<file path="config.mk">
export PLATFORM = sky130hd
export DESIGN_NAME = tbp_divider
export DESIGN_NICKNAME = d
export VERILOG_FILES = /design/src/hw/rtl/tbp_divider.sv
export SDC_FILE = /design/constraint.sdc
export NUM_CORES = 1
export LEC_CHECK = 0
export BUFFER_PORTS_ARGS = -buffer_cell sky130_fd_sc_hd__buf_4
export CORE_ASPECT_RATIO = 1.4
export CORE_MARGIN = 3
export CORE_UTILIZATION = 55
export DETAILED_ROUTE_END_ITERATION = 8
export GPL_ROUTABILITY_DRIVEN = 0
export PLACE_DENSITY = 0.83
export SYNTH_ARGS = -nofsm -noshare
export SYNTH_HDL_FRONTEND = slang
export SYNTH_SLANG_ARGS = --single-unit
</file>
<file path="constraint.sdc">
create_clock -name clock -period 8.2 [get_ports clock]
set_clock_uncertainty 0.05 [all_clocks]
set_input_delay 0 -clock clock [delete_from_list [all_inputs] [get_ports clock]]
set_output_delay 0 -clock clock [all_outputs]
set_load 0.05 [all_outputs]
</file>
<file path="src/hw/rtl/tbp_divider.sv">
// ----------------------------------------------------------------------------
// tbp_divider
// Restoring divider, one quotient bit per cycle.
// ----------------------------------------------------------------------------
module tbp_divider #(
   parameter int DIVD_W = 63,
   parameter int DIVS_W = 30
) (
   input  logic              clock,
   input  logic              reset,
   input  logic              start,
   input  logic [DIVD_W-1:0] dividend,
   input  logic [DIVS_W-1:0] divisor,
   output logic              done,
   output logic [DIVD_W-1:0] quotient
);
   localparam int CNT_W = $clog2(DIVD_W + 1);

   logic              busy_ff, busy_in;
   logic              done_ff, done_in;
   logic [CNT_W-1:0]  cnt_ff, cnt_in;
   logic [DIVD_W-1:0] quo_ff, quo_in;
   logic [DIVS_W-1:0] rem_ff, rem_in;
   logic [DIVS_W-1:0] dsr_ff, dsr_in;
   logic [DIVS_W:0]   trial;
   logic              fits;

   // shift in the next dividend bit and try a subtract
   assign trial = {rem_ff, quo_ff[DIVD_W-1]};
   assign fits  = trial >= {1'b0, dsr_ff};

   always_comb begin
      busy_in = busy_ff;
      done_in = 1'b0;
      cnt_in  = cnt_ff;
      quo_in  = quo_ff;
      rem_in  = rem_ff;
      dsr_in  = dsr_ff;
      if (start) begin
         busy_in = 1'b1;
         cnt_in  = '0;
         quo_in  = dividend;
         rem_in  = '0;
         dsr_in  = divisor;
      end else if (busy_ff) begin
         quo_in = {quo_ff[DIVD_W-2:0], fits};
         rem_in = fits ? DIVS_W'(trial - {1'b0, dsr_ff}) : trial[DIVS_W-1:0];
         cnt_in = cnt_ff + 1'b1;
         if (cnt_ff == CNT_W'(DIVD_W - 1)) begin
            busy_in = 1'b0;
            done_in = 1'b1;
         end
      end
   end

   always_ff @(posedge clock) begin
      if (reset) begin
         busy_ff <= 1'b0;
         done_ff <= 1'b0;
         cnt_ff  <= '0;
      end else begin
         busy_ff <= busy_in;
         done_ff <= done_in;
         cnt_ff  <= cnt_in;
      end
   end

   always_ff @(posedge clock) begin
      quo_ff <= quo_in;
      rem_ff <= rem_in;
      dsr_ff <= dsr_in;
   end

   assign done     = done_ff;
   assign quotient = quo_ff;

endmodule

</file>
### After elaboration in Yosys (flattened, before gate mapping)

Cells that the tools add are included.

| storage, ports and cells | value |
|---|---|
| register bits | 131 |
| input port bits | 96 |
| output and inout port bits | 64 |
| logic and storage cells | 21 |

| cells by class | value |
|---|---|
| $add $sub $neg | 2 |
| magnitude comparators | 1 |
| equality and inequality tests | 1 |
| muxes and demuxes | 7 |
| bitwise gates (word level) | 1 |
| reductions and logical operators | 3 |

Operator list:

| kind | count |
|---|---|
| 63-bit 2-to-1 mux | 2 |
| 31-bit by 30-bit >= comparator with 1-bit output | 1 |
| 30-bit 2-to-1 mux | 1 |
| 30-bit subtractor | 1 |
| 6-bit by 1-bit adder with 6-bit output (second input constant) | 1 |
| 6-bit == test (second input constant) | 1 |
| 1-bit 2-to-1 mux | 4 |
| 3-bit OR reduction | 1 |
| 2-bit nonzero test | 1 |
| 2-bit OR reduction | 1 |
| 1-bit NOT | 1 |

### Longest topological paths before layout

| depth | value |
|---|---|
| depth after elaboration | 4 |
| mapped depth | 14 |

### Least setup slack after synthesis

OpenSTA, ideal clock, no wires.

| timing | value |
|---|---|
| path type | register to register |
| start point | reg quo_ff[62] (netlist: quotient[62]) |
| end point | reg rem_ff[28] |
| arrival time | 3.100 ns |
| required time | 8.062 ns |
| setup slack | 4.962 ns |
| stages on the path, launching flop included | 13 |
| path buffers | 0 |
| cells stage by stage | edfxtp_1 > inv_1 > ha_1 > inv_1 > fa_1 > a211oi_1 > o211ai_1 > a211o_1 > a211oi_1 > nor2_1 > o21ai_0 > mux2_2 > a311oi_2 |

| on the way | value |
|---|---|
| longest elaborated chain between the ends | 2 |
| elaborated cells on any way between the ends | 3 |
| classes of those cells | add/sub: 1; order compare: 1; mux: 1 |

RTL lines:

| what | line | text |
|---|---|---|
| start: declaration | 22 | `logic [DIVD_W-1:0] quo_ff, quo_in;` |
| start signal: assignment | 69 | `quo_ff <= quo_in;` |
| 30-bit subtractor / 31-bit by 30-bit >= comparator with 1-bit output (equally long branches) | 47, 30 |  |
| 30-bit 2-to-1 mux (*) | 47 | `rem_in = fits ? DIVS_W'(trial - {1'b0, dsr_ff}) : trial[DIVS_W-1:0];` |
| end signal: assignment | 70 | `rem_ff <= rem_in;` |
| end: declaration | 23 | `logic [DIVS_W-1:0] rem_ff, rem_in;` |

Mark *: on every way between the ends. The rest lies on a longest branch, timed or not.
A chain may end at the register's enable or synchronous reset.

### Worst setup path after layout

Same ends and word-level chain as after synthesis.

==> results.sh <==
export IMPL_critPathCaptureType="register"
export IMPL_rows=48
export IMPL_hold_start="start"
export IMPL_power_density_nw_per_um2=222
export IMPL_slew_violations=0
export IMPL_vias_per_cell=5.91
export IMPL_clock_sinks=131
export IMPL_syn_area_per_cell_sq_um=11.1
export IMPL_num_antenna_cells=0
export IMPL_worstMarginPinSlew_ps=811
export IMPL_max_freq_mhz=291
export IMPL_internal_power_mw=1.50
export IMPL_grt_antenna_before_repair=0
export IMPL_start_util=0.567
export IMPL_ys_seq_elements=131
export IMPL_p_leak_nw=4.12
export IMPL_dieArea_sq_um=14200
export IMPL_cts_buffers=17
export IMPL_cts_tree="done"
export IMPL_fin_nets=1010
export IMPL_layout_drive_gt1_share=0.298
export IMPL_seqPwrFrac=0.376
export IMPL_crit_arrival_ps=3700
export IMPL_grt_use_total=0.306
export IMPL_slowest_delay_ps=430
export IMPL_worstSetupPathType="reg2reg"
export IMPL_p_comb_frac=0.269
export IMPL_grt_pass1_vias=6689
export IMPL_crit_chain="inv_1, ha_1, inv_1, fa_1, a211oi_1, o211ai_1, a211o_1, a211oi_1, nor2_1, o21ai_0, mux2_2, a311oi_2"
export IMPL_io_pins=160
export IMPL_met2_length_mm=10.9
export IMPL_final_cell_mix="buf_4, dlygate4sd3_1, edfxtp_1"
export IMPL_synth_seq_area_share=0.504
export IMPL_cp_start_kind="register"
export IMPL_fin_crit_sh=0.419
export IMPL_first_pass_iters=5
export IMPL_insertion_delay_ps=420
export IMPL_async_reset_ff_frac=0
export IMPL_holdBufCountCts=94
export IMPL_timing_critical_path_buf_inv=2
export IMPL_netlist_area_sq_um=7050
export IMPL_postCtsSetupBuffers=0
export IMPL_irDropWorstVdd_mv=0.153
export IMPL_grt_overflow_total=0
export IMPL_rsz0062_at_grt="no"
export IMPL_relSlewSlack=0.459
export IMPL_fin_tns_setup_ps=0
export IMPL_status="finished, final reports clean"
export IMPL_wl_met1_mm=7.71
export IMPL_area_growth_pct=39.4
export IMPL_ctsLongestPathBuffers=2
export IMPL_ctsResizeCount=0
export IMPL_p_switching_mw=0.691
export IMPL_fp_dieW_um=102
export IMPL_critPathRequiredTime_ps=8460
export IMPL_yosys_warnings=0
export IMPL_drc=0
export IMPL_grt_max_degree=66
export IMPL_core_area_sq_um=12400
export IMPL_synth_cells=638
export IMPL_power_share_switching=0.316
export IMPL_ys_types=50
export IMPL_final_common_cell="buf_4"
export IMPL_ys_flop_type="edfxtp_1"
export IMPL_highest_layer="met4"
export IMPL_wl_met3_mm=1.45
export IMPL_path_clk_slew_ps=60
export IMPL_antenna_left=0
export IMPL_p_total_mw=2.19
export IMPL_crit_path_start="quotient[62]"
export IMPL_die_h_um=140
export IMPL_grt_pass1_wl_mm=33.8
export IMPL_via_count=6163
export IMPL_post_dp_hpwl_mm=12.1
export IMPL_pwr_share_clk=0.355
export IMPL_whs_ps=45.6
export IMPL_synth_enable_flop_cells=93
export IMPL_drt_iter0_drc=407
export IMPL_htree_levels=4
export IMPL_hold_path_class="in2reg"
export IMPL_port_buffers=159
export IMPL_slowest_stage="fa_1"
export IMPL_cts_root_buf="clkbuf_16"
export IMPL_drt_total_wl_mm=20.9
export IMPL_cp_max_fo=3
export IMPL_setup_viol=0
export IMPL_min_period_ps=3440
export IMPL_wl_per_cell_um=20.1
export IMPL_crit_family="compound AO/OA/AOI/OAI gates"
export IMPL_r2r_start="quotient[62]"
export IMPL_drv_cap=0
export IMPL_hold_viol=0
export IMPL_syn_num_nets=768
==> logic make-up after synthesis <==
| group | after synthesis | share of synthesized area |
|---|---|---|
| buffers and inverters | 77 | 0.0470 |
| muxes | 82 | 0.128 |
| adders and majority gates | 34 | 0.0614 |
| DFF | 131 | 0.504 |
| and+or+nand+nor | 146 | 0.0976 |
| AOI/OAI and AO/OA | 140 | 0.128 |
| xor gates and xnor gates | 28 | 0.0348 |
==> cells in the mapped netlist (all sizes together) (2+ instances only) <==
cell | n | area, sq um
a211oi | 28 | 220
a21o | 14 | 105
a21oi | 44 | 220
a311oi | 2 | 30.0
a31oi | 4 | 25.0
and2 | 2 | 12.5
and3 | 3 | 18.8
buf | 17 | 105
clkbuf | 18 | 68.8
dfxtp | 38 | 761
edfxtp | 93 | 2790
ha | 33 | 413
inv | 41 | 154
mux2 | 64 | 721
mux2i | 18 | 180
nand2 | 33 | 124
nand2b | 6 | 37.5
nand3 | 14 | 70.1
nand4 | 10 | 62.6
nor2 | 49 | 184
nor3 | 11 | 55.1
nor4 | 6 | 37.5
o211ai | 7 | 52.6
o21a | 4 | 30.0
o21ai | 27 | 135
o21bai | 3 | 22.5
or2 | 3 | 18.8
or3 | 3 | 18.8
xnor2 | 17 | 149
xor2 | 11 | 96.3
==> state kept, by name (all words and copies together), names as in the netlist <==
signal / count
busy_ff: 1
dsr_ff: 30
done: 1
rem_ff: 30
quotient: 63
cnt_ff: 6
==> power groups by stage <==
stage                     registers, mW  logic, mW  clock network [mW]
after global routing              0.829      0.630               0.809
after global placement            0.827      0.519                   0
after floorplan                   0.940      0.273                   0
after CTS                         0.817      0.573               0.770
after detailed placement          0.828      0.532                   0
final                             0.823      0.588               0.776
==> routing by layer <==
metal  global-route usage  up-vias
met4                0.151        0
li1                     -     2826
met3               0.0817       68
met5                    0        -
met2                0.528      300
met1                0.342     2969
==> metrics by stage <==
step | util | instance area (sq um) | std cells | setup slack [ps]
3_3_place_gp | 0.668 | 8300 | 917 | 5060
6_report | 0.791 | 9830 | 1042 | 4760
2_1_floorplan | - | 7050 | 638 | 4960
3_5_place_dp | 0.668 | 8300 | 917 | 4920
4_1_cts | 0.791 | 9830 | 1042 | 4870
5_1_grt | 0.791 | 9830 | 1042 | 4500
==> final cells by class <==
| class | count | area, sq um |
|---|---|---|
| clock inverter | 13 | 159 |
| sequential | 131 | 3550 |
| timing repair buffer | 258 | 2170 |
| clock buffer | 18 | 429 |
| tap | 150 | 188 |
| multi-input combinational | 430 | 3170 |
| fill | 669 | 2600 |
| inverter | 42 | 158 |
==> worst paths after layout <==
| kind | depth (start not counted) | slack [ps] | to |
|---|---|---|---|
| max | 12 | 4760 | rem_ff[28] |
| max reg2reg | 12 | 4760 | rem_ff[28] |
| min | 1 | 50 | dsr_ff[8] |
| min reg2reg | 2 | 450 | rem_ff[22] |
Note: power is estimated with default switching activity, not from simulation.
