## config.mk

```make
export PLATFORM = sky130hd
export DESIGN_NAME = tbp_cell
export DESIGN_NICKNAME = d
export VERILOG_FILES = /design/src/hw/rtl/tbp_pkg.sv /design/src/hw/rtl/tbp_cell.sv
export SDC_FILE = /design/constraint.sdc
export NUM_CORES = 1
export LEC_CHECK = 0
export BUFFER_PORTS_ARGS = -buffer_cell sky130_fd_sc_hd__buf_2
export CAP_MARGIN = 5
export CELL_PAD_IN_SITES_DETAIL_PLACEMENT = 1
export CELL_PAD_IN_SITES_GLOBAL_PLACEMENT = 1
export CORE_ASPECT_RATIO = 0.7
export CORE_UTILIZATION = 41
export CTS_BUF_LIST = sky130_fd_sc_hd__clkbuf_8
export DETAILED_ROUTE_END_ITERATION = 12
export HOLD_SLACK_MARGIN = 0.1
export PLACE_DENSITY = 0.86
export SYNTH_ARGS = -nofsm -noshare
export SYNTH_HDL_FRONTEND = slang
export SYNTH_SLANG_ARGS = --single-unit
```

## constraint.sdc

```tcl
create_clock -name clock -period 6.6 [get_ports clock]
set_input_delay 0 -clock clock [delete_from_list [all_inputs] [get_ports clock]]
set_output_delay 0 -clock clock [all_outputs]
set_load 0.01 [all_outputs]
```

## src/hw/rtl/tbp_pkg.sv

```systemverilog
// ----------------------------------------------------------------------------
// tbp_pkg
// Shared types and constants for the per-destination token bucket policer.
// ----------------------------------------------------------------------------
package tbp_pkg;

   localparam int KEY_W   = 32;
   localparam int SIZE_W  = 16;
   localparam int TIME_W  = 63;
   localparam int CFG_W   = 16;
   localparam int TOK_W   = 16;
   localparam int OUT_W   = 3;
   localparam int FREED_W = 9;
   localparam int CSR_IDX_W = 1;

   // configuration register indexes
   localparam logic [CSR_IDX_W-1:0] CSR_BURST = 1'b0;
   localparam logic [CSR_IDX_W-1:0] CSR_RATE  = 1'b1;

   // result outcome codes
   localparam logic [OUT_W-1:0] OUT_HIT_PASS = 3'd0;
   localparam logic [OUT_W-1:0] OUT_HIT_DROP = 3'd1;
   localparam logic [OUT_W-1:0] OUT_NEW_PASS = 3'd2;
   localparam logic [OUT_W-1:0] OUT_TOO_BIG  = 3'd3;
   localparam logic [OUT_W-1:0] OUT_FULL     = 3'd4;
   localparam logic [OUT_W-1:0] OUT_EXPIRE   = 3'd5;

   // operation broadcast to every cell
   typedef enum logic [2:0] {
      CELL_IDLE,
      CELL_NEW,
      CELL_HIT,
      CELL_EXPIRE,
      CELL_SHIFT
   } cell_op_type;

   typedef struct packed {
      cell_op_type        op;
      logic [KEY_W-1:0]   key;
      logic [TOK_W-1:0]   level;
      logic [TIME_W-1:0]  stamp;
   } cell_cmd_type;

   // level and stamp are zero unless the cell hits, so they can be OR-gathered
   typedef struct packed {
      logic               hit;
      logic               flag;
      logic [TOK_W-1:0]   level;
      logic [TIME_W-1:0]  stamp;
   } cell_stat_type;

endpackage

```

## src/hw/rtl/tbp_cell.sv

```systemverilog
// ----------------------------------------------------------------------------
// tbp_cell
// One table entry: key, token level, last time, valid bit and a freed flag
// that shifts toward cell zero during the count after an expire sweep.
// ----------------------------------------------------------------------------
module tbp_cell (
   input  logic                  clock,
   input  logic                  reset,
   input  tbp_pkg::cell_cmd_type cmd,
   input  logic                  take_in,
   output logic                  take_out,
   input  logic                  flag_shift,
   output tbp_pkg::cell_stat_type stat
);
   import tbp_pkg::*;

   logic               valid_ff, valid_in;
   logic               flag_ff, flag_in;
   logic [KEY_W-1:0]   key_ff, key_in;
   logic [TOK_W-1:0]   level_ff, level_in;
   logic [TIME_W-1:0]  stamp_ff, stamp_in;
   logic               hit;
   logic               sel_new;
   logic               stale;

   // match, free-slot priority chain and age test
   assign hit      = valid_ff && (key_ff == cmd.key);
   assign sel_new  = !valid_ff && !take_in;
   assign take_out = take_in || !valid_ff;
   assign stale    = valid_ff && (stamp_ff < cmd.stamp);

   // apply the broadcast operation
   always_comb begin
      valid_in = valid_ff;
      flag_in  = flag_ff;
      key_in   = key_ff;
      level_in = level_ff;
      stamp_in = stamp_ff;
      case (cmd.op)
         CELL_NEW: begin
            if (sel_new) begin
               valid_in = 1'b1;
               key_in   = cmd.key;
               level_in = cmd.level;
               stamp_in = cmd.stamp;
            end
         end
         CELL_HIT: begin
            if (hit) begin
               level_in = cmd.level;
               stamp_in = cmd.stamp;
            end
         end
         CELL_EXPIRE: begin
            flag_in = stale;
            if (stale) begin
               valid_in = 1'b0;
            end
         end
         CELL_SHIFT: begin
            flag_in = flag_shift;
         end
         default: begin
         end
      endcase
   end

   // control state
   always_ff @(posedge clock) begin
      if (reset) begin
         valid_ff <= 1'b0;
         flag_ff  <= 1'b0;
      end else begin
         valid_ff <= valid_in;
         flag_ff  <= flag_in;
      end
   end

   // entry payload
   always_ff @(posedge clock) begin
      key_ff   <= key_in;
      level_ff <= level_in;
      stamp_ff <= stamp_in;
   end

   assign stat.hit   = hit;
   assign stat.flag  = flag_ff;
   assign stat.level = hit ? level_ff : '0;
   assign stat.stamp = hit ? stamp_ff : '0;

endmodule

```

# Word-level counts from Yosys, hierarchy flattened
# Cells that the tools add are included.
[totals]
register_bits = 113
input_bits = 118
out_inout_bits = 82
elab_cells = 38
[classes]
order_cmp = 1
eq_ne = 8
n_mux = 12
n_reduce_logical = 12
[op_table]
columns = ["op", "count"]
rows = [
  ["two-way mux 63 bit", 3],
  ["one-hot mux 63 bit (2 select lines)", 1],
  ["less-than comparator 63 bit", 1],
  ["two-way mux 16 bit", 3],
  ["== test 32 bit", 1],
  ["one-hot mux 16 bit (2 select lines)", 1],
  ["== test 3 x 2 -> 1 bit (second input constant)", 2],
  ["inequality test 2 bit (second input constant)", 3],
  ["AND reduction 3 bit", 2],
  ["nonzero test 2 bit", 3],
  ["one-hot mux 1 bit (2 select lines)", 2],
  ["== test 3 x 1 -> 1 bit (second input constant)", 1],
  ["== test 3 bit (second input constant)", 1],
  ["logical AND 1 bit", 3],
  ["logical NOT 1 bit", 2],
  ["two-way mux 1 bit", 2],
  ["AND reduction 2 bit", 1],
  ["logical OR 1 bit", 1],
]

# Depth between registers and ports, before layout
[depth]
ltp_word = 4
ltp_mapped = 9
mapped_depth_nobuf = 9

# Worst setup path before layout
# Ideal clock, no wire load.
[synth_path]
path_type = "register -> register"
startpoint = "reg valid_ff"
endpoint = "reg level_ff[0] (enable)"
arrival_ns = 5.072
t_required_ns = 6.192
path_slack_ns = 1.120
stages_incl_launch_ff = 3
cell_sequence = "dfxtp_1 nor4_1 a31o_2"
[synth_between]
elab_chain_cells = 4
word_cells_on_any_way = 6
classes_between = "eq/ne (2); reduce/logical (4)"
[synth_rtl]
columns = ["item", "line", "source"]
rows = [
  ["from (decl)", "tbp_cell.sv:17", "logic valid_ff, valid_in;"],
  ["from (signal assigned)", "tbp_cell.sv:74", "valid_ff <= valid_in;"],
  ["logical NOT 1 bit", "tbp_cell.sv:28", "assign sel_new = !valid_ff && !take_in;"],
  ["logical AND 1 bit", "tbp_cell.sv:28", ""],
  ["inequality test 2 bit (no source line)", "-", ""],
  ["AND reduction 3 bit (no source line) *", "-", ""],
  ["to (signal assigned)", "tbp_cell.sv:82", "level_ff <= level_in;"],
  ["to (decl)", "tbp_cell.sv:20", "logic [TOK_W-1:0] level_ff, level_in;"],
]
# Every way passes the cells marked *; elsewhere a longest branch is shown, timed or not.
# A chain may end at the register's enable or synchronous reset.

# Worst setup path in the final report
[layout_path]
startpoint = "reg key_ff[14]"
endpoint = "reg stamp_ff[22] (enable)"
[layout_between]
elab_chain_cells = 4
[layout_rtl]
columns = ["item", "line", "source"]
rows = [
  ["from (decl)", "tbp_cell.sv:19", "logic [KEY_W-1:0] key_ff, key_in;"],
  ["from (signal assigned)", "tbp_cell.sv:81", "key_ff <= key_in;"],
  ["== test 32 bit", "tbp_cell.sv:27", "assign hit = valid_ff && (key_ff == cmd.key);"],
  ["logical AND 1 bit", "tbp_cell.sv:27", ""],
  ["inequality test 2 bit (no source line)", "-", ""],
  ["AND reduction 3 bit (no source line)", "-", ""],
  ["to (signal assigned)", "tbp_cell.sv:83", "stamp_ff <= stamp_in;"],
  ["to (decl)", "tbp_cell.sv:21", "logic [TIME_W-1:0] stamp_ff, stamp_in;"],
]
# No other way between the ends.

==> reports/metrics.yaml <==
status:
  outcome: "completed"
final_layout:
  antenna_cells: 0
  seq_area_um2: 3370
  layout-drive-gt1-share_pct: 29.0
  multi_input_area_um2: 2260
  fillers: 1487
  final_area_um2: 8650
  layout.nets: 985
  syn_to_final_growth_pct: 46.3
die:
  dieArea_um2: 14900
  die_h_um: 103
  floorplan.initialDensity_pct: 42.2
  pin_count: 200
  core_um2: 14000
  die_x_um: 146
  rows: 36
routing:
  route.detailed.drc: 0
  dr.first_iter.drc_count: 138
  routed-via-count: 4971
  wl_per_cell_um: 19.1
  vias_per_cell: 4.93
  antenna_left: 0
  drt-total-wl_um: 19200
  drtPass1Iterations: 5
power_and_ir_drop:
  combPwrFrac_pct: 11.6
  sequentialPowerShare_pct: 49.2
  p_per_area_nw_per_um2: 190
  p_clk_share_pct: 39.2
  p_int_w: 0.00124
  p_sw_share_pct: 24.7
  p_leak_nw: 3.98
  power_switching_w: 0.000407
  worst_ir_drop_vdd_v: 0.000152
yosys:
  ys.flop_type: "edfxtp_1"
  yosys_warnings: 0
  syn_area_um2: 5920
  async_flop_share_pct: 0
  synth.distinct_cells: 35
  synth-seq-area-share_pct: 57.0
  syn-num-nets: 660
  syn_area_per_cell_um2: 12.3
  synth_edf_count: 111
  synth-seq-cells: 113
  synthCells: 480
global_route:
  grt_overflow: 0
  grt_pass1_vias: 5651
  grt_start_max_net_pins: 82
  antenna_found_initial: 0
  grt_usage_pct: 26.6
  grt_pass1_wl_um: 29500
sta:
  fmaxAchievable_mhz: 261
  finalClockSkew_ns: 0.0186
  hold_viol: 0
  worst_pin_slew_ns: 0.704
  period_needed_ns: 3.83
  maxSlewHeadroom_pct: 53.0
  fin_crit_sh_pct: 58.0
  slew_violations: 0
  setup_viol_count_final: 0
  final.setup.tns_ns: 0
  rsz0062_at_grt: "false"
hold_path:
  hold_path.class: "primary input to flip-flop"
clock_network:
  clock_latency_ns: 0.45
  clock_path_buffers: 2
  cts.sinks: 113
  htree_levels: 4
  cts_tree: "done"
  ctsHoldBuffers: 114
  ctsRootBufferMaster: "clkbuf_8"
  cts_setup_buffers: 0
  cts_resized: 0
  numCtsBuffers: 17
  clk_pin_slew_ns: 0.09
placement:
  portBuffers: 199
  gp_congestion: 0.840
  dp_hpwl_um: 11500
  dpl-instance-area_um2: 7130
worst_setup_path:
  worstSetupPathType: "flip-flop to flip-flop"
  worst_ep_required_time_ns: 6.68
  cp-start-kind: "flip-flop"
  worstPathMaxFanout: 81
  arrival_ns: 3.90
  end_kind: "flip-flop"
job:
  max_cap_viol_count: 0
cells in the mapped netlist, drive strengths merged, types with 7 or more instances:
| cell type | number | area [µm²] |
|---|---|---|
| nor4 | 7 | 58.8 |
| edfxtp | 111 | 3330 |
| clkbuf | 7 | 35.0 |
| a21o | 7 | 52.6 |
| nand2 | 18 | 67.6 |
| o21ai | 8 | 40.0 |
| inv | 64 | 240 |
| and2 | 79 | 494 |
| xnor2 | 28 | 245 |
| ha | 62 | 776 |
| a21oi | 21 | 105 |
| nand4 | 15 | 93.8 |
state kept, by name (all words and copies together), names as in the netlist:
register  flops
stamp_ff     63
valid_ff      1
flag_ff       1
key_ff       32
level_ff     16
cells by family (layout without fill, tap and decap cells):
| kind of cell | after synthesis | after routing | share of synthesized area [%] |
|---|---|---|---|
| adders and majority gates | 62 | 62 | 13.1 |
| AOI/OAI and AO/OA | 50 | 50 | 5.29 |
| xor gates and xnor gates | 32 | 32 | 4.74 |
| DFF | 113 | 113 | 57.0 |
| and+or+nand+nor | 149 | 149 | 14.9 |
| buffers and inverters | 74 | 412 | 4.99 |
per-layer routing:
metal | vias up | routed length, µm | track usage, %
met2 | 163 | 10500 | 51.8
met1 | 2427 | 7530 | 28.0
li1 | 2346 | - | -
met3 | 35 | 848 | 6.02
met5 | - | 0 | 0
met4 | 0 | 407 | 12.0
area by class of cell:
cell class	instances	area share (%)
Sequential cell	113	39.0
Multi-Input combinational cell	293	26.2
Timing Repair Buffer	316	25.0
Inverter	64	2.78
Tap cell	190	2.75
Clock buffer	17	2.70
Clock inverter	15	1.69
power groups by stage:
stage,clock [W],combinational [W],sequential [W]
after floorplan,0,0.0000621,0.000824
after global routing,0.000686,0.000209,0.000811
after CTS,0.000657,0.000185,0.000809
after detailed placement,0,0.000129,0.000825
final,0.000646,0.000190,0.000810
after global placement,0,0.000119,0.000824
through the flow:
step	instances	hold slack [ns]	setup WS, ns	power (W)	utilization, %
after floorplan	480	0.0793	1.12	0.000886	-
after global placement	862	0.176	3.04	0.000943	50.9
after detailed placement	862	0.179	2.83	0.000954	50.9
after CTS	1008	0.165	2.78	0.00165	61.8
after global routing	1008	0.202	2.50	0.00171	61.8
final	1008	0.196	2.77	0.00165	61.8
worst max-delay path: stages (launching register included):
cell	delay [ns]
edfxtp_1	0.43
xnor2_1	0.20
nand4_1	0.15
nor4_1	0.29
nand4_1	0.19
nor4_4	0.32
buf_4	0.61
a31o_4	0.59
buf_4	0.63
worst paths after layout:
kind,startpoint,end,slack [ns],cells past startpoint
worst min register to register,valid_ff$_SDFFE_PP0P_,valid_ff$_SDFFE_PP0P_,0.62,2
worst max-delay path,key_ff[14]$_DFFE_PP_,stamp_ff[22]$_DFFE_PP_,2.77,8
worst min-delay path,take_in,key_ff[31]$_DFFE_PP_,0.20,3
worst max register to register,key_ff[14]$_DFFE_PP_,stamp_ff[22]$_DFFE_PP_,2.77,8
cells in the final DEF, fill, tap and decap left out, drive strengths merged, types with 3 or more instances in the layout:
master       count
and4             3
a21o             7
buf            202
a21oi           21
and2            79
nor2             6
nand4           15
o21ai            8
clkinvlp         5
clkbuf          17
xnor2           28
or3              4
nand2           18
clkinv           7
ha              62
dlygate4sd3    114
edfxtp         111
nor3             6
inv             65
nand3            6
a221oi           4
xor2             4
nor4             7
nand2b           3
(Power assumes the default switching activity.)
